<file path="src/rtl/scti_pkg.sv">
// Shared types, constants and the quarter-wave sine table for the sine/cosine core.
// No dependencies; imported by every module of the block.
package scti_pkg;

   localparam int AngleFracBits = 8;
   localparam int AngleIntBits  = 16;
   localparam int AngleWidth    = AngleIntBits + AngleFracBits;
   localparam int OutFracBits   = 14;
   localparam int OutWidth      = 16;
   localparam int FullTurn      = 360;
   localparam int QuarterLen    = 91;

   // reciprocal of 360 in Q22, rounded up; exact floor quotient for the reduced range
   localparam int RecipShift = 22;
   localparam logic [13:0] Recip360 = 14'd11651;
   // offset that maps the biased whole degree back to floor modulo 360
   localparam logic [16:0] BiasFix = 17'd352;

   typedef logic [6:0] quarter_addr_type;
   typedef logic signed [OutWidth-1:0] sample_type;
   typedef sample_type quarter_table_type [QuarterLen];
   typedef int unsigned micro_table_type [QuarterLen];

   // reduced angle word between the reducer and the interpolator
   typedef struct packed {
      logic       valid;
      logic [8:0] index;
      logic [AngleFracBits-1:0] frac;
   } angle_type;

   // folded table address and sign of one lookup
   typedef struct packed {
      logic             neg;
      quarter_addr_type addr;
   } fold_type;

   // sine of 0..90 degrees in millionths
   localparam micro_table_type Micro = '{
      0, 17452, 34899, 52336, 69756, 87156, 104528, 121869, 139173, 156434,
      173648, 190809, 207912, 224951, 241922, 258819, 275637, 292372, 309017, 325568,
      342020, 358368, 374607, 390731, 406737, 422618, 438371, 453990, 469472, 484810,
      500000, 515038, 529919, 544639, 559193, 573576, 587785, 601815, 615662, 629320,
      642788, 656059, 669131, 681998, 694658, 707107, 719340, 731354, 743145, 754710,
      766044, 777146, 788011, 798635, 809017, 819152, 829038, 838671, 848048, 857167,
      866025, 874620, 882948, 891007, 898794, 906308, 913545, 920505, 927184, 933580,
      939693, 945519, 951057, 956305, 961262, 965926, 970296, 974370, 978148, 981627,
      984808, 987688, 990268, 992546, 994522, 996195, 997564, 998630, 999391, 999848,
      1000000
   };

   // round millionths to Q2.14 (evaluated at elaboration)
   function automatic quarter_table_type build_quarter();
      quarter_table_type t;
      longint unsigned   m;
      for (int i = 0; i < QuarterLen; i++) begin
         m = ((longint'(Micro[i]) << OutFracBits) + 64'd500000) / 64'd1000000;
         t[i] = sample_type'(m);
      end
      return t;
   endfunction

   localparam quarter_table_type QuarterSine = build_quarter();

   // fold a whole degree below 720 into a quarter-wave address and sign
   function automatic fold_type fold_degree(input logic [8:0] deg);
      fold_type   f;
      logic [8:0] d;
      d = (deg >= 9'd360) ? deg - 9'd360 : deg;
      f.neg = (d >= 9'd180);
      if (f.neg) begin
         d = d - 9'd180;
      end
      if (d > 9'd90) begin
         d = 9'd180 - d;
      end
      f.addr = d[6:0];
      return f;
   endfunction

endpackage

</file>
<file path="src/rtl/scti_reduce.sv">
// Two-stage floor modulo 360 of the Q16.8 angle: reciprocal multiply, then remainder.
// Depends on scti_pkg.
module scti_reduce import scti_pkg::*; (
   input  logic                  clock,
   input  logic                  reset,
   input  logic                  start,
   input  logic [AngleWidth-1:0] angle,
   output angle_type             reduced
);

   logic [16:0] bias;
   logic [30:0] prod_in, prod_ff;
   logic [16:0] bias_ff;
   logic [AngleFracBits-1:0] frac_ff;
   logic        valid_ff;
   logic [8:0]  quot;
   logic [16:0] rem_full;
   angle_type   reduced_in, reduced_ff;

   // bias the signed whole degree so it is non-negative and still congruent mod 360
   assign bias    = {1'b0, ~angle[AngleWidth-1], angle[AngleWidth-2:AngleFracBits]} + BiasFix;
   assign prod_in = 31'(bias) * 31'(Recip360);

   // stage 1: reciprocal product
   always_ff @(posedge clock) begin
      if (reset) begin
         valid_ff <= 1'b0;
      end else begin
         valid_ff <= start;
      end
      prod_ff <= prod_in;
      bias_ff <= bias;
      frac_ff <= angle[AngleFracBits-1:0];
   end

   // stage 2: remainder from quotient
   assign quot     = prod_ff[30:RecipShift];
   assign rem_full = bias_ff - 17'(quot * 17'd360);

   always_comb begin
      reduced_in.valid = valid_ff;
      reduced_in.index = rem_full[8:0];
      reduced_in.frac  = frac_ff;
   end

   always_ff @(posedge clock) begin
      if (reset) begin
         reduced_ff.valid <= 1'b0;
      end else begin
         reduced_ff.valid <= reduced_in.valid;
      end
      reduced_ff.index <= reduced_in.index;
      reduced_ff.frac  <= reduced_in.frac;
   end

   assign reduced = reduced_ff;

`ifndef NO_ASSERTIONS
   // remainder always lands on a base degree 0..359
   a_index_range: assert property (@(posedge clock) disable iff (reset)
      reduced_ff.valid |-> (reduced_ff.index < 9'd360))
      else $error("reduced index out of range");
`endif

endmodule

</file>
<file path="src/rtl/scti_interp.sv">
// Four-stage table lookup and linear interpolation of sine and cosine.
// Depends on scti_pkg; fed by scti_reduce.
module scti_interp import scti_pkg::*; (
   input  logic       clock,
   input  logic       reset,
   input  angle_type  reduced,
   output logic       strobe,
   output sample_type sine_value,
   output sample_type cosine_value
);

   fold_type fs0_ff, fs1_ff, fc0_ff, fc1_ff;
   logic [AngleFracBits-1:0] frac3_ff, frac4_ff;
   logic valid3_ff, valid4_ff, valid5_ff, valid6_ff;
   sample_type s0_ff, s1_ff, c0_ff, c1_ff;
   sample_type sbase_ff, cbase_ff;
   logic signed [25:0] sprod_ff, cprod_ff;
   logic signed [16:0] sdiff, cdiff;
   logic signed [25:0] sround, cround;
   sample_type sine_in, cosine_in, sine_ff, cosine_ff;
   logic strobe_ff;

   // advance valid bits
   always_ff @(posedge clock) begin
      if (reset) begin
         valid3_ff <= 1'b0;
         valid4_ff <= 1'b0;
         valid5_ff <= 1'b0;
         strobe_ff <= 1'b0;
      end else begin
         valid3_ff <= reduced.valid;
         valid4_ff <= valid3_ff;
         valid5_ff <= valid4_ff;
         strobe_ff <= valid5_ff;
      end
   end
   assign valid6_ff = strobe_ff;

   // stage 3: fold the four table addresses
   always_ff @(posedge clock) begin
      fs0_ff   <= fold_degree(reduced.index);
      fs1_ff   <= fold_degree(reduced.index + 9'd1);
      fc0_ff   <= fold_degree(reduced.index + 9'd90);
      fc1_ff   <= fold_degree(reduced.index + 9'd91);
      frac3_ff <= reduced.frac;
   end

   // stage 4: read the quarter-wave table and apply signs
   always_ff @(posedge clock) begin
      s0_ff <= fs0_ff.neg ? -QuarterSine[fs0_ff.addr] : QuarterSine[fs0_ff.addr];
      s1_ff <= fs1_ff.neg ? -QuarterSine[fs1_ff.addr] : QuarterSine[fs1_ff.addr];
      c0_ff <= fc0_ff.neg ? -QuarterSine[fc0_ff.addr] : QuarterSine[fc0_ff.addr];
      c1_ff <= fc1_ff.neg ? -QuarterSine[fc1_ff.addr] : QuarterSine[fc1_ff.addr];
      frac4_ff <= frac3_ff;
   end

   // stage 5: scale the slope by the fraction
   assign sdiff = 17'(s1_ff) - 17'(s0_ff);
   assign cdiff = 17'(c1_ff) - 17'(c0_ff);

   always_ff @(posedge clock) begin
      sprod_ff <= 26'(sdiff) * 26'($signed({1'b0, frac4_ff}));
      cprod_ff <= 26'(cdiff) * 26'($signed({1'b0, frac4_ff}));
      sbase_ff <= s0_ff;
      cbase_ff <= c0_ff;
   end

   // stage 6: round, floor shift and add to the base entry
   assign sround    = (sprod_ff + 26'sd128) >>> AngleFracBits;
   assign cround    = (cprod_ff + 26'sd128) >>> AngleFracBits;
   assign sine_in   = sbase_ff + sround[15:0];
   assign cosine_in = cbase_ff + cround[15:0];

   always_ff @(posedge clock) begin
      sine_ff   <= sine_in;
      cosine_ff <= cosine_in;
   end

   assign strobe       = valid6_ff;
   assign sine_value   = sine_ff;
   assign cosine_value = cosine_ff;

`ifndef NO_ASSERTIONS
   // interpolated values stay within one full unit
   a_sine_range: assert property (@(posedge clock) disable iff (reset)
      strobe |-> (sine_value <= 16'sd16384 && sine_value >= -16'sd16384))
      else $error("sine out of range");
   a_cosine_range: assert property (@(posedge clock) disable iff (reset)
      strobe |-> (cosine_value <= 16'sd16384 && cosine_value >= -16'sd16384))
      else $error("cosine out of range");
`endif

endmodule

</file>
<file path="src/rtl/sine_cosine_table_interpolator_core.sv">
// Channel   Ports                                   Handshake
// request   start, busy, req_angle_deg              accepted when start && !busy
// response  rsp_strobe, rsp_sine_value, rsp_cosine_value  one-cycle strobe, no stall
//
// One angle per clock; each result is presented with rsp_strobe after its start has passed
// through the pipeline: two reduce stages (reciprocal multiply, remainder),
// fold, table read, slope multiply and round/add.
// busy is always low; the receiver cannot stall, so nothing is held back.
// Synchronous reset clears the valid bits only.
module sine_cosine_table_interpolator_core import scti_pkg::*; (
   input  logic                  clock,
   input  logic                  reset,
   input  logic                  start,
   output logic                  busy,
   input  logic [AngleWidth-1:0] req_angle_deg,
   output logic                  rsp_strobe,
   output logic [OutWidth-1:0]   rsp_sine_value,
   output logic [OutWidth-1:0]   rsp_cosine_value
);

   angle_type  reduced;
   sample_type sine_w, cosine_w;

   assign busy = 1'b0;

   scti_reduce u_reduce (
      .clock   (clock),
      .reset   (reset),
      .start   (start),
      .angle   (req_angle_deg),
      .reduced (reduced)
   );

   scti_interp u_interp (
      .clock        (clock),
      .reset        (reset),
      .reduced      (reduced),
      .strobe       (rsp_strobe),
      .sine_value   (sine_w),
      .cosine_value (cosine_w)
   );

   assign rsp_sine_value   = sine_w;
   assign rsp_cosine_value = cosine_w;

`ifndef NO_ASSERTIONS
   // every accepted word comes back with rsp_strobe
   a_latency: assert property (@(posedge clock) disable iff (reset)
      (start && !busy) |-> ##6 rsp_strobe)
      else $error("result missing after latency");
`endif

endmodule

</file>
<file path="config.mk">
export PLATFORM = sky130hd
export DESIGN_NAME = sine_cosine_table_interpolator_core
export DESIGN_NICKNAME = d
export VERILOG_FILES = /design/src/rtl/scti_pkg.sv /design/src/rtl/scti_reduce.sv /design/src/rtl/scti_interp.sv /design/src/rtl/sine_cosine_table_interpolator_core.sv
export SDC_FILE = /design/constraint.sdc
export NUM_CORES = 2
export LEC_CHECK = 0
export ABC_AREA = 1
export BUFFER_PORTS_ARGS = -buffer_cell sky130_fd_sc_hd__buf_4
export CAP_MARGIN = 20
export CORE_ASPECT_RATIO = 1.5
export CORE_MARGIN = 1.5
export CORE_UTILIZATION = 60
export CTS_CLUSTER_DIAMETER = 60
export DETAILED_ROUTE_END_ITERATION = 8
export PLACE_DENSITY = 0.82
export SLEW_MARGIN = 20
export SYNTH_ARGS = -nofsm -noshare
export SYNTH_HDL_FRONTEND = slang
export SYNTH_SLANG_ARGS = --single-unit
export TNS_END_PERCENT = 5
</file>
<file path="constraint.sdc">
create_clock -name clock -period 6.8 [get_ports clock]
set_input_delay 1.36 -clock clock [delete_from_list [all_inputs] [get_ports clock]]
set_output_delay 1.36 -clock clock [all_outputs]
set_load 0.02 [all_outputs]
</file>
==> impl_results.md <==
* Delay-heaviest family, CP: adder cells
* Initial antenna violation count at 1
* Worst Path Arrival at 6.88 ns
* DR vias/cell at 5.63
* H-Tree Depth at 1
* Synth warnings at 0
* Final setup fails at 0
* Clock Tree Root: clkbuf_16
* Slowest CP cell: fa_1
* Type of the worst setup path: reg2reg
* Crit-path max FO at 5
* Ant diodes at 0
* Async S/R FF share, synth at 0%
* Post-route ant nets at 0
* Core Region at 51,700 sq um
* CTS tree: done
* Number of hold buffers added after CTS at 0
* Initial Util at 60.7%
* Dpl hpwl at 66.2 mm
* Final instance area at 33,700 sq um
* Maximum capacitance violations at 0
* RSZ-0062 raised after global routing: yes
* CP peak stage delay at 0.54 ns
* Gr usage total at 31.1%
* Final nets at 5,009
* Avg Synthesized Cell Area at 7.20 sq um
* Area grow syn2layout at 7.25%
* CTS resizes at 0
* Cells after synthesis at 4,360
* Final Slew Violations at 0
* Synth unique cells at 69
* IO buf count at 59
* Share of cells above drive strength 1 at 7.31%
* Main flop type after synthesis: dfxtp_1
* CP endpoint kind: flop
* Number of flops mapped to enable cells by yosys at 0
* CTS sink cnt at 255
* Skew final at 0.0197 ns
* Buf+Inv Stages, Crit Path at 5
* Top Ports at 61
* Clk buf depth at 3
* Fmax achieved at 0.156 GHz
* Final wirelength at 82.8 mm
* Fin crit period at 6.41 ns
* Max_slew headroom at 34.5%
* DRC Markers at 0
* # Post-CTS Setup Buffers at 0
* Die ar. at 53,700 sq um
* 1st-pass router iterations at 6
* Largest net degree at the start of global routing at 41
* Worst setup SP type: flop
* 1st-iter DRT viols at 1,730
* Clock slew at reported path FFs at 0.06 ns
* Via count at 28,600
* DR WL/cell at 16.3 um
* Chip Width at 190 um
* Hold Fails Final Rpt at 0
* Final period util at 94.3%
* Worst Path Required at 7.27 ns
* Slew @ Worst Pin at 0.977 ns
* GPL Wtd Cong at 1.00
* Vias in the first global route at 28,900
* Row cnt at 102
* Hold WC Path Type: reg2reg
* DIE HEIGHT at 283 um
* First-pass GRT wire length at 138 mm
* Worst skew pair latency at 0.60 ns
* Syn Nets at 4,986
* Register area share after synthesis at 16.3%
* Synthesized area at 31,400 sq um
* GR Overflow Total at 0
* Status: complete, no violations
* R2R Setup Slk at 0.39 ns
* Synth Register Bits at 255
* CTS buffer count at 30
* DP Area at 32,500 sq um
## state kept, by name (all words and copies together) (netlist names), 7 cells and up
name                   flops
u_reduce.reduced          18
u_interp.cprod_ff         17
u_interp.sprod_ff         17
u_interp.c0_ff            16
u_interp.c1_ff            16
u_interp.cbase_ff         16
u_interp.cosine_value     16
u_interp.s0_ff            16
u_interp.s1_ff            16
u_interp.sbase_ff         16
u_interp.sine_value       16
u_interp.fc1_ff            8
u_interp.frac3_ff          8
u_interp.frac4_ff          8
u_interp.fs0_ff            8
u_interp.fs1_ff            8
u_reduce.bias_ff           8
u_reduce.frac_ff           8
u_interp.fc0_ff            7
u_reduce.prod_ff           7
## worst register-to-register path, delay by kind of cell (launching register included)
family / cells / cell delay (ns)
AO/OA/AOI/OAI: 10 / 1.39
XOR/XNOR: 2 / 0.34
adder cells (fa/ha/maj): 7 / 2.87
buffers and inverters: 5 / 0.48
flip-flops: 1 / 0.31
AND/OR/NAND/NOR: 7 / 0.90
## cell usage after synthesis, drive strengths merged, types with 35 or more instances
master	instances	area [sq um]
clkbuf	81	304
nand3	235	1240
nor3	39	205
dfxtp	255	5100
nor2	408	1590
nand2	917	3620
fa	272	5450
a21oi	233	1180
ha	327	4090
inv	813	3050
o21ai	227	1150
o211ai	35	263
xnor2	59	517
xor2	174	1600
## per-layer routing
| metal | vias to the layer above | global-route usage, % | share of wire (%) |
|---|---|---|---|
| li1 | 13900 | - | - |
| met1 | 13400 | 33.6 | 37 |
| met2 | 1011 | 57.5 | 51 |
| met3 | 361 | 3.07 | 4.8 |
| met4 | 2 | 19.3 | 7.0 |
| met5 | - | 0 | 0.013 |
## cell type report
class / count / area [sq um]
Sequential cell: 255 / 5100
Tap cell: 676 / 846
Inverter: 822 / 3090
Clock buffer: 34 / 807
Fill cell: 4514 / 18000
Multi-Input combinational cell: 3173 / 22800
Timing Repair Buffer: 101 / 758
Clock inverter: 20 / 273
## stage by stage
stage | instances | hold slack (ns) | setup WS [ns] | utilization (%) | TNS [ns]
CTS | 5081 | 0.315 | 0.0173 | 65.0 | 0
detailed placement | 5027 | 0.312 | -0.0318 | 63.0 | -0.0318
global route | 5081 | 0.331 | -0.00406 | 65.1 | -0.00406
global placement | 5027 | 0.311 | 0.155 | 63.0 | 0
finish | 5081 | 0.316 | 0.388 | 65.1 | 0
floorplan | 4360 | 0.310 | 0.404 | - | 0
## placed cells by master, fill, tap and decap left out, types with 11 or more instances in the layout
cell       count
o211ai_1      35
o21ai_0      204
nand4_1       29
or2_2         26
a31oi_1       24
a211oi_1      11
dfxtp_1      255
xnor2_1       59
o21ai_1       16
clkbuf_16     31
nand3_2       11
a21oi_1      228
a21o_1        14
fa_1         272
ha_1         325
o221ai_1      18
inv_1        779
nand2_4       14
nand2_1      871
xor2_1       165
o311ai_0      18
nor2_1       394
o21bai_1      11
buf_4        101
nor3_1        37
nand3_1      223
inv_2         34
nand2_2       32
## logic make-up after synthesis
logic type                 Yosys count  synth area share [%]
and+or+nand+nor                   1682                  23.0
AOI/OAI and AO/OA                  657                  12.3
xor gates and xnor gates           233                  6.74
buffers and inverters              932                  11.3
muxes                                1                0.0359
other                                1                0.0119
DFF                                255                  16.3
adders and majority gates          599                  30.4
## worst paths after layout
kind,start,to,depth (start not counted)
max,u_interp.s1_ff[0],u_interp.sprod_ff[22],31
min,u_interp.frac3_ff[3],u_interp.frac4_ff[3],0
max reg2reg,u_interp.s1_ff[0],u_interp.sprod_ff[22],31
min reg2reg,u_interp.frac3_ff[3],u_interp.frac4_ff[3],0
Power is left out: the tool's default activity adds up to more than one toggle a clock period on the data nets, which glitch-free logic cannot reach.
